[src/hw/rtl/scpd_pkg.sv]
// Package for the shift register port chain driver.
// Holds request codes, sizes and the controller/datapath command and status types.
// Depends on nothing.
`default_nettype none

package scpd_pkg;

  localparam int CHIP_BITS     = 8;
  localparam int NUM_PORTS_DEF = 32;
  localparam int IDX_W         = 5;
  localparam int REQ_W         = 2;
  localparam int BW_W          = 4;
  localparam int CNT_W         = 4;

  localparam logic [REQ_W-1:0] REQ_ENABLE  = 2'd0;
  localparam logic [REQ_W-1:0] REQ_DISABLE = 2'd1;
  localparam logic [REQ_W-1:0] REQ_UPDATE  = 2'd2;

  localparam logic [1:0] ADDR_BIT_WIDTH = 2'd0;
  localparam logic [BW_W-1:0] BIT_WIDTH_RST = 4'd8;

  typedef struct packed {
    logic apply;   // take the accepted request
    logic start;   // begin an update walk
    logic emit;    // load the next word into the output register
  } cmd_t;

  typedef struct packed {
    logic upd_go;    // an update would send something
    logic last_word; // current word is the final one
    logic out_free;  // output register can take a word
  } status_t;

endpackage

`default_nettype wire

[src/hw/rtl/shift_register_port_chain_driver.sv]
// Top level of the shift register port chain driver: APB register, controller
// and datapath. Depends on scpd_pkg, scpd_ctrl and scpd_dp.
//
//   channel   direction  handshake               payload
//   s_axis    in         tvalid/tready           tuser req_type, tdata port_index
//   m_axis    out        tvalid/tready           tdata shift_bits, bit_count; tlast last
//   apb       in         psel/penable/pready     bit_width at address 0
//
// Enable and disable requests are taken while idle. An update is accepted and
// then emits one chip word per cycle, ceil(port_count / bit_width) words,
// from the single word-forming stage; a stalled output holds the walk.
// Reset clears the port table, the sent copy and bit_width to 8.
`default_nettype none

module shift_register_port_chain_driver #(
  parameter int NUM_PORTS = scpd_pkg::NUM_PORTS_DEF
) (
  input  wire logic        clk_i,
  input  wire logic        rst_ni,
  input  wire logic        s_axis_tvalid,
  output logic             s_axis_tready,
  input  wire logic [7:0]  s_axis_tdata,   // [4:0] port_index
  input  wire logic [1:0]  s_axis_tuser,   // [1:0] req_type
  output logic             m_axis_tvalid,
  input  wire logic        m_axis_tready,
  output logic [15:0]      m_axis_tdata,   // [7:0] shift_bits, [11:8] bit_count
  output logic             m_axis_tlast,
  input  wire logic        psel,
  input  wire logic        penable,
  input  wire logic        pwrite,
  input  wire logic [1:0]  paddr,
  input  wire logic [31:0] pwdata,
  output logic [31:0]      prdata,
  output logic             pready
);
  import scpd_pkg::*;

  logic [BW_W-1:0]      bit_width_q;
  cmd_t                 cmd;
  status_t              status;
  logic [CHIP_BITS-1:0] shift_bits;
  logic [CNT_W-1:0]     bit_count;

  assign pready = 1'b1;
  assign prdata = {{(32-BW_W){1'b0}}, bit_width_q};

  always_ff @(posedge clk_i or negedge rst_ni) begin
    if (!rst_ni) begin
      bit_width_q <= BIT_WIDTH_RST;
    end else if (psel && penable && pwrite && pready && paddr == ADDR_BIT_WIDTH) begin
      bit_width_q <= pwdata[BW_W-1:0];
    end
  end

  scpd_ctrl u_ctrl (
    .clk_i       (clk_i),
    .rst_ni      (rst_ni),
    .req_valid_i (s_axis_tvalid),
    .req_type_i  (s_axis_tuser),
    .status_i    (status),
    .req_ready_o (s_axis_tready),
    .cmd_o       (cmd)
  );

  scpd_dp #(
    .NUM_PORTS (NUM_PORTS)
  ) u_dp (
    .clk_i        (clk_i),
    .rst_ni       (rst_ni),
    .cmd_i        (cmd),
    .req_type_i   (s_axis_tuser),
    .port_index_i (s_axis_tdata[IDX_W-1:0]),
    .bit_width_i  (bit_width_q),
    .status_o     (status),
    .out_ready_i  (m_axis_tready),
    .out_valid_o  (m_axis_tvalid),
    .shift_bits_o (shift_bits),
    .bit_count_o  (bit_count),
    .last_o       (m_axis_tlast)
  );

  assign m_axis_tdata = {(16-CHIP_BITS-CNT_W)'(0), bit_count, shift_bits};

`ifndef SYNTHESIS
  a_no_req_during_walk: assert property (@(posedge clk_i) disable iff (!rst_ni)
    cmd.start |=> !s_axis_tready)
    else $error("request taken during update walk");

  a_emit_into_free: assert property (@(posedge clk_i) disable iff (!rst_ni)
    cmd.emit |-> status.out_free)
    else $error("word loaded over a waiting word");

  a_last_marks_end: assert property (@(posedge clk_i) disable iff (!rst_ni)
    cmd.emit && status.last_word |=> m_axis_tvalid && m_axis_tlast && s_axis_tready)
    else $error("final word not marked or walk not ended");
`endif

endmodule

`default_nettype wire

[src/hw/rtl/scpd_ctrl.sv]
// Controller state machine for the shift register port chain driver.
// Sequences request intake and word emission; depends on scpd_pkg.
`default_nettype none

module scpd_ctrl (
  input  wire logic                    clk_i,
  input  wire logic                    rst_ni,
  input  wire logic                    req_valid_i,
  input  wire logic [scpd_pkg::REQ_W-1:0] req_type_i,
  input  wire scpd_pkg::status_t       status_i,
  output logic                         req_ready_o,
  output scpd_pkg::cmd_t               cmd_o
);
  import scpd_pkg::*;

  typedef enum logic {ST_IDLE, ST_EMIT} state_e;

  state_e state_q, state_d;

  always_comb begin
    state_d     = state_q;
    req_ready_o = 1'b0;
    cmd_o       = '0;
    unique case (state_q)
      ST_IDLE: begin
        req_ready_o = 1'b1;
        if (req_valid_i) begin
          cmd_o.apply = 1'b1;
          if (req_type_i == REQ_UPDATE && status_i.upd_go) begin
            cmd_o.start = 1'b1;
            state_d     = ST_EMIT;
          end
        end
      end
      ST_EMIT: begin
        if (status_i.out_free) begin
          cmd_o.emit = 1'b1;
          if (status_i.last_word) begin
            state_d = ST_IDLE;
          end
        end
      end
      default: state_d = ST_IDLE;
    endcase
  end

  always_ff @(posedge clk_i or negedge rst_ni) begin
    if (!rst_ni) begin
      state_q <= ST_IDLE;
    end else begin
      state_q <= state_d;
    end
  end

endmodule

`default_nettype wire

[src/hw/rtl/scpd_dp.sv]
// Datapath for the shift register port chain driver: port table, sent copy,
// walk register and output word register. Depends on scpd_pkg.
`default_nettype none

module scpd_dp #(
  parameter int NUM_PORTS = scpd_pkg::NUM_PORTS_DEF
) (
  input  wire logic                        clk_i,
  input  wire logic                        rst_ni,
  input  wire scpd_pkg::cmd_t              cmd_i,
  input  wire logic [scpd_pkg::REQ_W-1:0]  req_type_i,
  input  wire logic [scpd_pkg::IDX_W-1:0]  port_index_i,
  input  wire logic [scpd_pkg::BW_W-1:0]   bit_width_i,
  output scpd_pkg::status_t                status_o,
  input  wire logic                        out_ready_i,
  output logic                             out_valid_o,
  output logic [scpd_pkg::CHIP_BITS-1:0]   shift_bits_o,
  output logic [scpd_pkg::CNT_W-1:0]       bit_count_o,
  output logic                             last_o
);
  import scpd_pkg::*;

  localparam int PC_W = $clog2(NUM_PORTS + 1);
  localparam int WK_W = NUM_PORTS + CHIP_BITS;
  localparam int RW   = (PC_W > BW_W) ? PC_W : BW_W;

  logic [NUM_PORTS-1:0] port_bits_q, port_bits_d, sent_bits_q;
  logic [PC_W-1:0]      port_count_q, port_count_d, sent_count_q;
  logic [WK_W-1:0]      work_q;
  logic [PC_W-1:0]      remain_q;
  logic                 out_valid_q;
  logic [CHIP_BITS-1:0] shift_bits_q;
  logic [CNT_W-1:0]     bit_count_q;
  logic                 last_q;

  logic [NUM_PORTS-1:0] sel;
  logic                 idx_ok;
  logic [IDX_W:0]       idx_p1;
  logic                 full;
  logic [BW_W-1:0]      n;
  logic [BW_W-1:0]      pad;
  logic [CHIP_BITS-1:0] top8, word;
  logic [CNT_W-1:0]     cnt;
  logic                 last_word;

  // request handling on the table
  always_comb begin
    sel          = NUM_PORTS'(1) << port_index_i;
    idx_ok       = {1'b0, port_index_i} < (IDX_W+1)'(NUM_PORTS);
    idx_p1       = {1'b0, port_index_i} + (IDX_W+1)'(1);
    port_bits_d  = port_bits_q;
    port_count_d = port_count_q;
    if (cmd_i.apply && idx_ok && (req_type_i == REQ_ENABLE || req_type_i == REQ_DISABLE)) begin
      if (req_type_i == REQ_ENABLE) begin
        port_bits_d = port_bits_q | sel;
      end else begin
        port_bits_d = port_bits_q & ~sel;
      end
      if ((IDX_W+1)'(port_count_q) < idx_p1) begin
        port_count_d = PC_W'(idx_p1);
      end
    end
  end

  // word formation from the top of the walk register
  always_comb begin
    full      = RW'(remain_q) >= RW'(bit_width_i);
    n         = full ? bit_width_i : BW_W'(remain_q);
    pad       = full ? (BW_W'(CHIP_BITS) - bit_width_i) : '0;
    top8      = work_q[WK_W-1 -: CHIP_BITS];
    word      = (top8 & (CHIP_BITS'(8'hFF) << (BW_W'(CHIP_BITS) - n))) >> pad;
    cnt       = full ? CNT_W'(CHIP_BITS) : CNT_W'(n);
    last_word = RW'(remain_q) == RW'(n);
  end

  assign status_o.upd_go = !(port_bits_q == sent_bits_q && port_count_q == sent_count_q)
                           && (port_count_q != '0) && (bit_width_i != '0)
                           && (bit_width_i <= BW_W'(CHIP_BITS));
  assign status_o.last_word = last_word;
  assign status_o.out_free  = !out_valid_q || out_ready_i;

  always_ff @(posedge clk_i or negedge rst_ni) begin
    if (!rst_ni) begin
      port_bits_q  <= '0;
      port_count_q <= '0;
      sent_bits_q  <= '0;
      sent_count_q <= '0;
      remain_q     <= '0;
      out_valid_q  <= 1'b0;
    end else begin
      port_bits_q  <= port_bits_d;
      port_count_q <= port_count_d;
      if (cmd_i.start) begin
        remain_q <= port_count_q;
      end else if (cmd_i.emit) begin
        remain_q <= remain_q - PC_W'(n);
      end
      if (cmd_i.emit && last_word) begin
        sent_bits_q  <= port_bits_q;
        sent_count_q <= port_count_q;
      end
      if (cmd_i.emit) begin
        out_valid_q <= 1'b1;
      end else if (out_ready_i) begin
        out_valid_q <= 1'b0;
      end
    end
  end

  always_ff @(posedge clk_i) begin
    if (cmd_i.start) begin
      work_q <= {port_bits_q, CHIP_BITS'(0)} << (PC_W'(NUM_PORTS) - port_count_q);
    end else if (cmd_i.emit) begin
      work_q <= work_q << n;
    end
    if (cmd_i.emit) begin
      shift_bits_q <= word;
      bit_count_q  <= cnt;
      last_q       <= last_word;
    end
  end

  assign out_valid_o  = out_valid_q;
  assign shift_bits_o = shift_bits_q;
  assign bit_count_o  = bit_count_q;
  assign last_o       = last_q;

endmodule

`default_nettype wire

[config.mk]
export PLATFORM = sky130hd
export DESIGN_NAME = shift_register_port_chain_driver
export DESIGN_NICKNAME = d
export VERILOG_FILES = /design/src/hw/rtl/scpd_pkg.sv /design/src/hw/rtl/shift_register_port_chain_driver.sv /design/src/hw/rtl/scpd_ctrl.sv /design/src/hw/rtl/scpd_dp.sv
export SDC_FILE = /design/constraint.sdc
export NUM_CORES = 1
export LEC_CHECK = 0
export BUFFER_PORTS_ARGS = -buffer_cell sky130_fd_sc_hd__clkbuf_2
export CELL_PAD_IN_SITES_DETAIL_PLACEMENT = 1
export CELL_PAD_IN_SITES_GLOBAL_PLACEMENT = 1
export CORE_ASPECT_RATIO = 0.8
export CORE_UTILIZATION = 51
export DETAILED_ROUTE_END_ITERATION = 12
export PLACE_DENSITY = 0.84
export SYNTH_ARGS = -nofsm -noshare
export SYNTH_HDL_FRONTEND = slang
export SYNTH_SLANG_ARGS = --single-unit
[constraint.sdc]
create_clock -name clk_i -period 10.76 [get_ports clk_i]
set_input_delay 0.538 -clock clk_i [delete_from_list [all_inputs] [get_ports clk_i]]
set_output_delay 0.538 -clock clk_i [all_outputs]
set_load 0.02 [all_outputs]
==> reports/metrics.yaml <==
outcome:
  status: "complete, no violations"
floorplan:
  coreArea_sq_mm: 0.0200
  initial_utilization: 0.524
  boundaryPins: 103
  die_w_microns: 162
  rows: 46
  fp.dieH_microns: 130
  die_area_sq_mm: 0.0211
clock_tree:
  ctsResizeCount: 0
  clock_latency_ps: 430
  clkTransAtPathRegs_ps: 60
  clock_sinks: 141
  htree_num_levels: 4
  cts_buffer_depth: 2
  numCtsBuffers: 17
  root_buffer: "clkbuf_16"
  cts_tree: "done"
timing:
  slew_headroom: 0.171
  fmax_mhz: 190
  rsz0062_at_grt: "false"
  skew_ps: 8.29
  holdWs_ps: 355
  hold_viol_final: 0
  drv_slew: 0
  period_needed_ps: 5250
  setup_violations: 0
  worst_slew_pin_slew_ps: 1240
  finalSetupTns_ps: 0
  fin_crit_sh: 0.488
critical_path:
  cp_max_fo: 24
  arrival_ps: 5430
  r2r_cells: 10
  criticalPathCategory: "reg -> reg"
  ff2ff_setup_slack_ps: 5510
  worstReg2RegEnd: "u_dp.work_q[25]"
  worstReg2RegStart: "bit_width_q[2]"
  worstSetupStartpointType: "flop"
  cp.required_ps: 10930
  end_kind: "flop"
  crit_end: "u_dp.work_q[25]"
  cp-startpoint: "bit_width_q[2]"
synthesis:
  avgSynthCellArea_sq_um: 10.0
  synth-seq-area-share: 0.363
  ys_warn_count: 0
  syn-cell-area_sq_mm: 0.0105
  async_reset_ff_frac: 0.624
  synth_flop_cell: "dfrtp_1"
  yosys_register_bits: 141
  ys_types: 69
  syn_inst: 1041
  synth_edf_count: 53
power:
  p_leak_nw: 4.68
  peakVddDrop_mv: 0.173
  power_w: 0.00427
  p_per_area_mw_per_mm2: 378
grt:
  first_global_vias: 9141
  antenna_found_initial: 0
  grt_max_degree: 69
  grt_pass1_wl_mm: 52.5
  grtUsageMet3: 0.0617
  grt_overflow: 0
  grtUsageTotal: 0.329
  grtUsageMet1: 0.436
  top_usage_layer: "met2"
  use_met2: 0.536
layout:
  final_cell_mix: "nand2_1, mux2i_1, dfrtp_1"
  area_growth_pct: 7.97
  final_common_cell: "nand2_1"
  diodes: 0
  drive_above_1_share: 0.198
  n_fill_cell: 2183
  final_nets: 1123
hold_path:
  hold_start: "pwdata[2]"
  holdCritPathClass: "in -> reg"
placed_design:
  io_buffers: 38
  gp_congestion: 0.855
  dpl.hpwl_mm: 22.8
route:
  viasPerCell: 6.74
  wl_mm: 33.3
  wl_per_cell_microns: 25.1
  drtPass1Iterations: 5
  drcViolationCount: 0
  drtIter0Drc: 990
  antenna_left: 0
  dr_total_vias: 8929
job:
  maxCapViolCount: 0
-- timing repair --
item	in CTS	in global routing
hold endpoints to repair	19	0
setup buffers	0	0
hold buffers	1	0
-- layout make-up --
| type | instances | area [sq um] | share of cell area |
|---|---|---|---|
| sequential | 141 | 3800 | 0.336 |
| clock inverter | 12 | 96.3 | 0.00853 |
| clock buffer | 20 | 478 | 0.0423 |
| multi-input combinational | 807 | 6160 | 0.546 |
| timing repair buffer | 57 | 338 | 0.0299 |
| tap | 264 | 330 | 0.0292 |
| inverter | 24 | 90.1 | 0.00798 |
-- cells in the mapped netlist, types with 5 or more instances --
| cell | n | area (sq um) |
|---|---|---|
| a211oi_1 | 9 | 67.6 |
| a21oi_1 | 17 | 85.1 |
| a22oi_1 | 34 | 255 |
| a31oi_1 | 9 | 56.3 |
| a32oi_1 | 6 | 52.6 |
| and3_1 | 9 | 56.3 |
| buf_2 | 23 | 115 |
| buf_4 | 33 | 248 |
| clkbuf_1 | 37 | 139 |
| dfrtp_1 | 87 | 2180 |
| edfxtp_1 | 53 | 1590 |
| ha_1 | 23 | 288 |
| inv_1 | 21 | 78.8 |
| mux2_2 | 71 | 800 |
| mux2i_1 | 89 | 891 |
| mux2i_2 | 9 | 124 |
| mux4_2 | 23 | 518 |
| nand2_1 | 122 | 458 |
| nand2b_1 | 5 | 31.3 |
| nand3_1 | 49 | 245 |
| nand4_1 | 15 | 93.8 |
| nor2_1 | 47 | 176 |
| nor2b_1 | 8 | 50.1 |
| nor3_1 | 13 | 65.1 |
| nor3b_1 | 7 | 52.6 |
| o211ai_1 | 26 | 195 |
| o21a_1 | 6 | 45.0 |
| o21ai_0 | 37 | 185 |
| o21ai_1 | 9 | 45.0 |
| o221ai_1 | 16 | 140 |
| o22ai_1 | 9 | 56.3 |
| o41ai_1 | 6 | 52.6 |
| xnor2_1 | 41 | 359 |
| xor2_1 | 9 | 78.8 |
-- layer usage --
metal  wire (microns)  vias up
li1                 -     3840
met1            14400     4510
met2            15600      477
met3             2210      102
met4             1110        0
met5                0        -
-- cells by family after synthesis --
family / after synthesis / synth area share
muxes: 194 / 0.227
xor gates and xnor gates: 51 / 0.0434
and+or+nand+nor: 297 / 0.133
DFF: 141 / 0.363
other: 2 / 0.000718
buffers and inverters: 124 / 0.0620
adders and majority gates: 24 / 0.0294
AOI/OAI and AO/OA: 208 / 0.141
-- report_power, final --
| part | internal (W) | switching, W |
|---|---|---|
| clock | 0.000326 | 0.000255 |
| sequential | 0.000859 | 0.000228 |
| combinational | 0.000982 | 0.00162 |
-- how the worst min path moves through the flow --
stage / end / slack (ps) / depth (start not counted)
final: bit_width_q[2] / 360 / 2
after detailed placement: u_dp.sent_count_q[4] / 440 / 1
after CTS: bit_width_q[2] / 350 / 2
after global routing: bit_width_q[2] / 360 / 2
after global placement: u_dp.sent_bits_q[15] / 440 / 1
after floorplan: async pin / 240 / 0
-- critical path, cell delays in order, from the launching register on --
cell,delay (ps)
dfrtp_1,650
inv_1,170
ha_1,320
o211ai_1,150
o21ai_2,630
mux2i_4,800
inv_2,510
nor2_2,940
a22oi_1,290
a32oi_1,410
nand2_1,90
-- through the flow --
step / cell area [sq um] / worst slack [ps] / instances / util
finish: 11300 / 5510 / 1325 / 0.565
global route: 11300 / 5210 / 1325 / 0.565
CTS: 11300 / 5660 / 1325 / 0.565
detailed placement: 10700 / 5700 / 1292 / 0.536
global placement: 10700 / 5830 / 1292 / 0.536
floorplan: 10600 / 6740 / 1072 / -
Note: power is estimated with default switching activity, not from simulation.
